===== src/hw/rtl/cfp_pkg.sv =====
// ----------------------------------------------------------------------------
// cfp_pkg: shared types and constants of the framed packet parser
// Status codes, configuration register indexes, parse phases and CRC step.
// ----------------------------------------------------------------------------
package cfp_pkg;

    localparam logic [15:0] CRC_INIT           = 16'hFFFF;
    localparam logic [15:0] CRC_POLY_REFLECTED = 16'h8408;
    localparam logic [16:0] FRAME_OVERHEAD     = 17'd6;

    // configuration register indexes
    localparam logic [2:0] CFG_START_MARKER = 3'd0;
    localparam logic [2:0] CFG_STOP_MARKER  = 3'd1;
    localparam logic [2:0] CFG_MAX_PAYLOAD  = 3'd2;
    localparam logic [2:0] CFG_BUFFER_SIZE  = 3'd3;

    typedef enum logic [2:0] {
        ST_NONE       = 3'd0,
        ST_PAYLOAD    = 3'd1,
        ST_DONE       = 3'd2,
        ST_OVERFLOW   = 3'd3,
        ST_CRC_ERR    = 3'd4,
        ST_FORMAT_ERR = 3'd5
    } status_t;

    typedef enum logic [4:0] {
        PH_HUNT    = 5'b00001,
        PH_LENGTH  = 5'b00010,
        PH_PAYLOAD = 5'b00100,
        PH_CRC     = 5'b01000,
        PH_STOP    = 5'b10000
    } phase_t;

    typedef struct packed {
        logic [7:0]  start_marker;
        logic [7:0]  stop_marker;
        logic [15:0] max_payload;
        logic [15:0] buffer_size;
    } cfg_t;

    typedef struct packed {
        status_t     status;
        logic [7:0]  payload_byte;
        logic [15:0] payload_index;
        logic [15:0] frame_length;
    } result_t;

    // one byte of CRC-16/MCRF4XX, LSB first
    function automatic logic [15:0] crc_byte(input logic [15:0] crc, input logic [7:0] b);
        logic [15:0] c;
        c = crc ^ {8'h00, b};
        for (int i = 0; i < 8; i++) begin
            if (c[0]) begin
                c = (c >> 1) ^ CRC_POLY_REFLECTED;
            end else begin
                c = c >> 1;
            end
        end
        return c;
    endfunction

endpackage


===== src/hw/rtl/cfp_cfg_regs.sv =====
// ----------------------------------------------------------------------------
// cfp_cfg_regs: configuration register file
// Write-only registers for markers, payload limit and buffer size.
// ----------------------------------------------------------------------------
module cfp_cfg_regs
    import cfp_pkg::*;
(
    input  logic        aclk,
    input  logic        aresetn,
    input  logic        cfg_we,
    input  logic [2:0]  cfg_index,
    input  logic [15:0] cfg_data,
    output cfg_t        cfg
);

    cfg_t cfg_reg;
    cfg_t cfg_next;

    always_comb begin
        cfg_next = cfg_reg;
        if (cfg_we) begin
            unique case (cfg_index)
                CFG_START_MARKER: cfg_next.start_marker = cfg_data[7:0];
                CFG_STOP_MARKER:  cfg_next.stop_marker  = cfg_data[7:0];
                CFG_MAX_PAYLOAD:  cfg_next.max_payload  = cfg_data;
                CFG_BUFFER_SIZE:  cfg_next.buffer_size  = cfg_data;
                default:          cfg_next = cfg_reg;
            endcase
        end
    end

    always_ff @(posedge aclk) begin
        if (!aresetn) begin
            cfg_reg.start_marker <= 8'd2;
            cfg_reg.stop_marker  <= 8'd3;
            cfg_reg.max_payload  <= 16'd1024;
            cfg_reg.buffer_size  <= 16'hFFFF;
        end else begin
            cfg_reg <= cfg_next;
        end
    end

    assign cfg = cfg_reg;

endmodule


===== src/hw/rtl/cfp_parse_core.sv =====
// ----------------------------------------------------------------------------
// cfp_parse_core: frame parser state machine
// Steps the parse state once per accepted byte, the CRC on length/payload bytes, forms the result.
// ----------------------------------------------------------------------------
module cfp_parse_core
    import cfp_pkg::*;
(
    input  logic        aclk,
    input  logic        aresetn,
    input  logic        in_take,
    input  logic [7:0]  in_byte,
    input  cfg_t        cfg,
    output result_t     result
);

    phase_t      phase_reg, phase_next;
    logic [15:0] count_reg, count_next;
    logic [15:0] len_reg, len_next;
    logic [15:0] crc_reg, crc_next;
    logic [7:0]  crc_low_reg, crc_low_next;

    logic [15:0] crc_upd;
    logic [15:0] len_full;
    logic [16:0] need;
    logic [15:0] count_inc;

    assign crc_upd   = crc_byte(crc_reg, in_byte);
    assign len_full  = {in_byte, len_reg[7:0]};
    assign need      = {1'b0, len_full} + FRAME_OVERHEAD;
    assign count_inc = count_reg + 16'd1;

    always_comb begin
        phase_next   = phase_reg;
        count_next   = count_reg;
        len_next     = len_reg;
        crc_next     = crc_reg;
        crc_low_next = crc_low_reg;
        result       = '{status: ST_NONE, payload_byte: 8'd0,
                         payload_index: 16'd0, frame_length: 16'd0};
        unique case (phase_reg)
            PH_HUNT: begin
                if (in_byte == cfg.start_marker) begin
                    count_next = 16'd0;
                    len_next   = 16'd0;
                    crc_next   = CRC_INIT;
                    phase_next = PH_LENGTH;
                end
            end
            PH_LENGTH: begin
                crc_next = crc_upd;
                if (count_reg == 16'd0) begin
                    len_next   = {8'd0, in_byte};
                    count_next = 16'd1;
                end else begin
                    len_next   = len_full;
                    count_next = 16'd0;
                    if (len_full > cfg.max_payload || need > {1'b0, cfg.buffer_size}) begin
                        phase_next    = PH_HUNT;
                        result.status = ST_OVERFLOW;
                    end else if (len_full == 16'd0) begin
                        phase_next = PH_CRC;
                    end else begin
                        phase_next = PH_PAYLOAD;
                    end
                end
            end
            PH_PAYLOAD: begin
                result.status        = ST_PAYLOAD;
                result.payload_byte  = in_byte;
                result.payload_index = count_reg;
                crc_next             = crc_upd;
                if (count_inc >= len_reg) begin
                    count_next = 16'd0;
                    phase_next = PH_CRC;
                end else begin
                    count_next = count_inc;
                end
            end
            PH_CRC: begin
                if (count_reg == 16'd0) begin
                    crc_low_next = in_byte;
                    count_next   = 16'd1;
                end else begin
                    count_next = 16'd0;
                    if ({in_byte, crc_low_reg} != crc_reg) begin
                        phase_next    = PH_HUNT;
                        result.status = ST_CRC_ERR;
                    end else begin
                        phase_next = PH_STOP;
                    end
                end
            end
            PH_STOP: begin
                phase_next = PH_HUNT;
                if (in_byte != cfg.stop_marker) begin
                    result.status = ST_FORMAT_ERR;
                end else begin
                    result.status       = ST_DONE;
                    result.frame_length = len_reg;
                end
            end
            default: phase_next = PH_HUNT;
        endcase
    end

    always_ff @(posedge aclk) begin
        if (!aresetn) begin
            phase_reg <= PH_HUNT;
            count_reg <= 16'd0;
            len_reg   <= 16'd0;
            crc_reg   <= CRC_INIT;
        end else if (in_take) begin
            phase_reg <= phase_next;
            count_reg <= count_next;
            len_reg   <= len_next;
            crc_reg   <= crc_next;
        end
    end

    // first CRC byte, always written before it is compared
    always_ff @(posedge aclk) begin
        if (in_take) begin
            crc_low_reg <= crc_low_next;
        end
    end

endmodule


===== src/hw/rtl/cfp_out_buf.sv =====
// ----------------------------------------------------------------------------
// cfp_out_buf: result register with skid stage
// Holds results for the output channel; ready drops only when both are full.
// ----------------------------------------------------------------------------
module cfp_out_buf
    import cfp_pkg::*;
(
    input  logic    aclk,
    input  logic    aresetn,
    input  logic    push,
    input  result_t push_data,
    output logic    in_ready,
    output logic    out_valid,
    input  logic    out_ready,
    output result_t out_data
);

    logic    main_valid_reg, main_valid_next;
    logic    skid_valid_reg, skid_valid_next;
    result_t main_reg, main_next;
    result_t skid_reg, skid_next;
    logic    pop;

    assign pop = main_valid_reg & out_ready;

    always_comb begin
        main_valid_next = main_valid_reg;
        skid_valid_next = skid_valid_reg;
        main_next       = main_reg;
        skid_next       = skid_reg;
        if (skid_valid_reg) begin
            if (pop) begin
                main_next       = skid_reg;
                skid_valid_next = 1'b0;
            end
        end else if (push) begin
            if (!main_valid_reg || pop) begin
                main_next       = push_data;
                main_valid_next = 1'b1;
            end else begin
                skid_next       = push_data;
                skid_valid_next = 1'b1;
            end
        end else if (pop) begin
            main_valid_next = 1'b0;
        end
    end

    always_ff @(posedge aclk) begin
        if (!aresetn) begin
            main_valid_reg <= 1'b0;
            skid_valid_reg <= 1'b0;
        end else begin
            main_valid_reg <= main_valid_next;
            skid_valid_reg <= skid_valid_next;
        end
    end

    always_ff @(posedge aclk) begin
        main_reg <= main_next;
        skid_reg <= skid_next;
    end

    assign in_ready  = ~skid_valid_reg;
    assign out_valid = main_valid_reg;
    assign out_data  = main_reg;

endmodule


===== src/hw/rtl/crc_framed_packet_parser.sv =====
// ----------------------------------------------------------------------------
// crc_framed_packet_parser: CRC-16/MCRF4XX framed packet receiver
// Hunts for start/length/payload/CRC/stop frames and reports each word.
// ----------------------------------------------------------------------------
// One received byte is taken per clock while s_ready is high and yields
// exactly one result word, which is registered in the output stage. The
// parse state and a byte-wide CRC update advance together, so a byte can
// be accepted on every clock while s_ready is high. A two-deep output stage
// keeps s_ready high while one result waits; s_ready drops only when two
// results are held. Configuration writes take effect on the next clock.
module crc_framed_packet_parser
    import cfp_pkg::*;
(
    input  logic        aclk,
    input  logic        aresetn,
    input  logic        cfg_we,
    input  logic [2:0]  cfg_index,
    input  logic [15:0] cfg_data,
    input  logic        s_valid,
    output logic        s_ready,
    input  logic [7:0]  s_rx_byte,
    output logic        m_valid,
    input  logic        m_ready,
    output logic [2:0]  m_status,
    output logic [7:0]  m_payload_byte,
    output logic [15:0] m_payload_index,
    output logic [15:0] m_frame_length
);

    cfg_t    cfg;
    result_t core_result;
    result_t out_result;
    logic    take;

    assign take = s_valid & s_ready;

    cfp_cfg_regs u_cfg_regs (
        .aclk      (aclk),
        .aresetn   (aresetn),
        .cfg_we    (cfg_we),
        .cfg_index (cfg_index),
        .cfg_data  (cfg_data),
        .cfg       (cfg)
    );

    cfp_parse_core u_parse_core (
        .aclk    (aclk),
        .aresetn (aresetn),
        .in_take (take),
        .in_byte (s_rx_byte),
        .cfg     (cfg),
        .result  (core_result)
    );

    cfp_out_buf u_out_buf (
        .aclk      (aclk),
        .aresetn   (aresetn),
        .push      (take),
        .push_data (core_result),
        .in_ready  (s_ready),
        .out_valid (m_valid),
        .out_ready (m_ready),
        .out_data  (out_result)
    );

    assign m_status        = out_result.status;
    assign m_payload_byte  = out_result.payload_byte;
    assign m_payload_index = out_result.payload_index;
    assign m_frame_length  = out_result.frame_length;

    // ready only drops while results are held
    assert property (@(posedge aclk) disable iff (!aresetn) !s_ready |-> m_valid)
        else $error("s_ready low with no result held");

    // reset empties the output stage
    assert property (@(posedge aclk) !aresetn |=> s_ready && !m_valid)
        else $error("output stage not empty after reset");

    assert property (@(posedge aclk) disable iff (!aresetn)
        m_valid && m_status != ST_DONE |-> m_frame_length == 16'd0)
        else $error("frame length set on a non-done word");

    assert property (@(posedge aclk) disable iff (!aresetn)
        m_valid && m_status != ST_PAYLOAD |-> m_payload_byte == 8'd0 && m_payload_index == 16'd0)
        else $error("payload fields set on a non-payload word");

    assert property (@(posedge aclk) disable iff (!aresetn)
        m_valid |-> m_status <= ST_FORMAT_ERR)
        else $error("status code out of range");

endmodule

===== config.mk =====
export PLATFORM = sky130hd
export DESIGN_NAME = crc_framed_packet_parser
export DESIGN_NICKNAME = d
export VERILOG_FILES = /design/src/hw/rtl/cfp_pkg.sv /design/src/hw/rtl/cfp_cfg_regs.sv /design/src/hw/rtl/cfp_parse_core.sv /design/src/hw/rtl/cfp_out_buf.sv /design/src/hw/rtl/crc_framed_packet_parser.sv
export SDC_FILE = /design/constraint.sdc
export NUM_CORES = 1
export LEC_CHECK = 0
export BUFFER_PORTS_ARGS = -buffer_cell sky130_fd_sc_hd__buf_2
export CAP_MARGIN = 20
export CORE_MARGIN = 1
export CORE_UTILIZATION = 64
export DETAILED_ROUTE_END_ITERATION = 6
export HOLD_SLACK_MARGIN = 0.02
export PLACE_DENSITY_LB_ADDON = 0.2
export SLEW_MARGIN = 10
export SYNTH_ARGS = -nofsm -noshare
export SYNTH_HDL_FRONTEND = slang
export SYNTH_SLANG_ARGS = --single-unit

===== constraint.sdc =====
create_clock -name aclk -period 5.4 [get_ports aclk]
set_clock_uncertainty 0.05 [all_clocks]
set_input_delay 0.81 -clock aclk [delete_from_list [all_inputs] [get_ports aclk]]
set_output_delay 0.81 -clock aclk [all_outputs]
set_load 0.03 [all_outputs]

==> impl_metrics.ini <==
[job]
maxCapViolations = 0

[synth]
synthesis.nets = 1116
yosys.area.top_type = edfxtp_1
ys_async_sr_fraction_pct = 0
netlist_area_um2 = 10200
synth_common_cells = nand2_1 (155), dfxtp_1 (103), edfxtp_1 (94)
synth_top_area_share_pct = 27.6
avgSynthCellArea_um2 = 9.91
yosysWarnings = 0
synthCells = 1033
synth_area_leaders = edfxtp_1 (28%), dfxtp_1 (20%), ha_1 (6.2%), nand2_1 (5.7%), mux2_2 (4.7%)
synth_seq_cells = 197
synth.distinct_cells = 64
yosysSeqAreaShare_pct = 47.7
yosysMostFrequentCell = nand2_1
synth_ff_type = dfxtp_1
synth-edff-count = 94

[cts]
clk_latency_ps = 440
clockBufferDepth = 2
cts_root_buf = clkbuf_16
h-tree-depth = 4
cts_setup_buffers = 0
cts_tree = built
cts_resized = 0
path_clk_slew_ps = 70
cts_buffers = 17
clock-sinks = 197
holdBufCountCts = 0

[critical_path]
path_max_fanout = 19
critPathCaptureType = flip-flop
worstPathArrival_ps = 4450
rr_endpoint = u_parse_core.count_reg[5]
setup.worst_path.start_class = flip-flop
slowest_stage = dfxtp_1
cpPeakStageDelay_ps = 510
reg2reg_depth = 15
crit_type = reg -> reg
rr_startpoint = u_parse_core.count_reg[0]
cp_cell_sequence = inv_1, nor3_2, and3_1, nand3_1, nor2_1, xor2_1, ha_1, a211oi_1, nor2_1, nor3b_2, o21ai_1, o21bai_4, nor2_4, nand3b_1, a21boi_1
required_ps = 5710
r2r_slack_ps = 1260
critPathMostFrequentCell = nor2_1

[timing]
max_clock_freq_ghz = 0.242
maxSlewViolCount = 0
hold_viol_final = 0
rsz0062_at_grt = no
setup_tns_ps = 0
tightest_slew_ps = 1010
period_share_pct = 76.6
setup-violations-final = 0
relSlewSlack_pct = 32.5
min_period_ps = 4140
setup_slack_ps = 1260

[grt]
grt_max_degree = 55
track_usage_pct = 28.8
grt.overflow.total = 0
grt_pass1_vias = 6808
grt_pass1_wl_mm = 36.2
antenna_found_initial = 0

[power_and_ir_drop]
internal_power_uw = 2500
seqPwrFrac_pct = 48.6
p_switching_uw = 846
vdd_drop_max_mv = 0.215
p_clk_share_pct = 41.3
powerDensity_nw_per_um2 = 295
swShare_pct = 25.3
pwr-share-comb_pct = 10.2
p_leak_uw = 0.00443

[cells_and_area]
nNetsFinal = 1162
drive_gt1_share_pct = 16.5
postLayoutCoreUtil_pct = 73.6
insertedDiodeCount = 0
largest_reg_flops = 48
nFillCells = 1200
areaGrowthSynthToFinish_pct = 10.8

[floorplanning]
die_w_um = 128
fp.dieArea_um2 = 16500
fp.dieH_um = 128
core_area_um2 = 15400
initial_core_util_pct = 66.4
rows = 45
io_pins = 77

[route]
drc = 0
via_count = 7508
dr.pass1.iters = 6
wl_per_cell_um = 17.6
routed_wl_mm = 22.9
drtAntennaViolNets = 0
viasPerCell = 5.76
drt_iter0_drc = 526

[place]
pre_cts_ws_ps = 874
io_buffers = 76
place_congestion = 0.882
dpl.hpwl_mm = 15.6

[status]
status = completed

[hold_path]
min_to = u_cfg_regs.cfg[23]
holdCritStartpoint = u_cfg_regs.cfg[23]
whs_path_depth = 2
hold_class = reg -> reg
[critical path: cells and delay by family (launching register included)]
kind / cells / cell delay (ps)
compound gates: 4 / 800
xor+xnor: 1 / 270
fa+ha+maj: 1 / 300
buf+inv: 1 / 130
flops: 1 / 510
simple gates: 8 / 1980
[routing by layer]
metal  wire length [µm]  GRT usage, %
met5                  0             0
met4                468          9.48
met3               1170          4.82
met2              10000          43.5
met1              11200          42.1
[power groups by stage]
stage | clock network (µW) | registers [µW] | logic [µW]
final | 1380 | 1620 | 341
after floorplan | 0 | 1700 | 208
after global placement | 0 | 1660 | 332
after CTS | 1380 | 1620 | 339
after global routing | 1430 | 1630 | 369
after detailed placement | 0 | 1660 | 337
[placed cells by master (no fill, tap or decap), types with 11 or more instances in the layout]
cell       synthesis  routed
a21boi_0          38      38
a21boi_1          12      12
a21oi_1           20      19
and2_1            35      35
buf_2              8      77
clkbuf_16          0      18
dfxtp_1          103     103
edfxtp_1          94      94
ha_1              51      51
inv_1             58      58
mux2_2            43      43
nand2_1          155     155
nand3_1           40      40
nand3b_1          11      11
nand4_1           19      19
nor2_1            41      41
nor2b_1           11      11
nor4_1            29      29
o211ai_1          18      18
o21ai_0           11      11
o21ai_1           38      38
xnor2_1           40      40
xor2_1            43      43
[how the worst max path moves through the flow]
| stage | cells after the start | startpoint | slack [ps] | to |
|---|---|---|---|---|
| after CTS | 15 | u_parse_core.count_reg[0] | 1300 | u_parse_core.count_reg[5] |
| after detailed placement | 14 | s_rx_byte[0] | 870 | u_out_buf.out_data[40] |
| final | 15 | u_parse_core.count_reg[0] | 1260 | u_parse_core.count_reg[5] |
| after floorplan | 4 | s_valid | 1480 | u_out_buf.out_data[0] |
| after global routing | 13 | u_parse_core.len_reg[1] | 950 | u_out_buf.out_data[40] |
| after global placement | 14 | s_rx_byte[0] | 1000 | u_out_buf.out_data[40] |
[logic make-up after synthesis]
kind of cell | Yosys count | share of synthesized area (%)
DFF | 197 | 47.7
AOI/OAI and AO/OA | 162 | 10.5
xor gates and xnor gates | 83 | 7.10
and+or+nand+nor | 382 | 19.0
adders and majority gates | 51 | 6.23
muxes | 45 | 4.92
buffers and inverters | 113 | 4.61
[layout make-up]
class	instances	area, µm²	area share (%)
sequential	197	4880	43.0
clock inverter	12	168	1.48
inverter	59	221	1.95
tap	211	264	2.33
multi-input combinational	723	4900	43.2
clock buffer	20	478	4.21
timing repair buffer	81	435	3.84
[per-stage QoR]
step | instance area (µm²) | instances | total power (µW) | hold WS (ps)
after floorplan | 10200 | 1033 | 1910 | 391
after global placement | 10700 | 1268 | 1990 | 403
after detailed placement | 10700 | 1268 | 1990 | 408
after CTS | 11300 | 1300 | 3350 | 418
after global routing | 11300 | 1303 | 3430 | 439
final | 11300 | 1303 | 3350 | 415
Note: power is estimated with default switching activity, not from simulation.
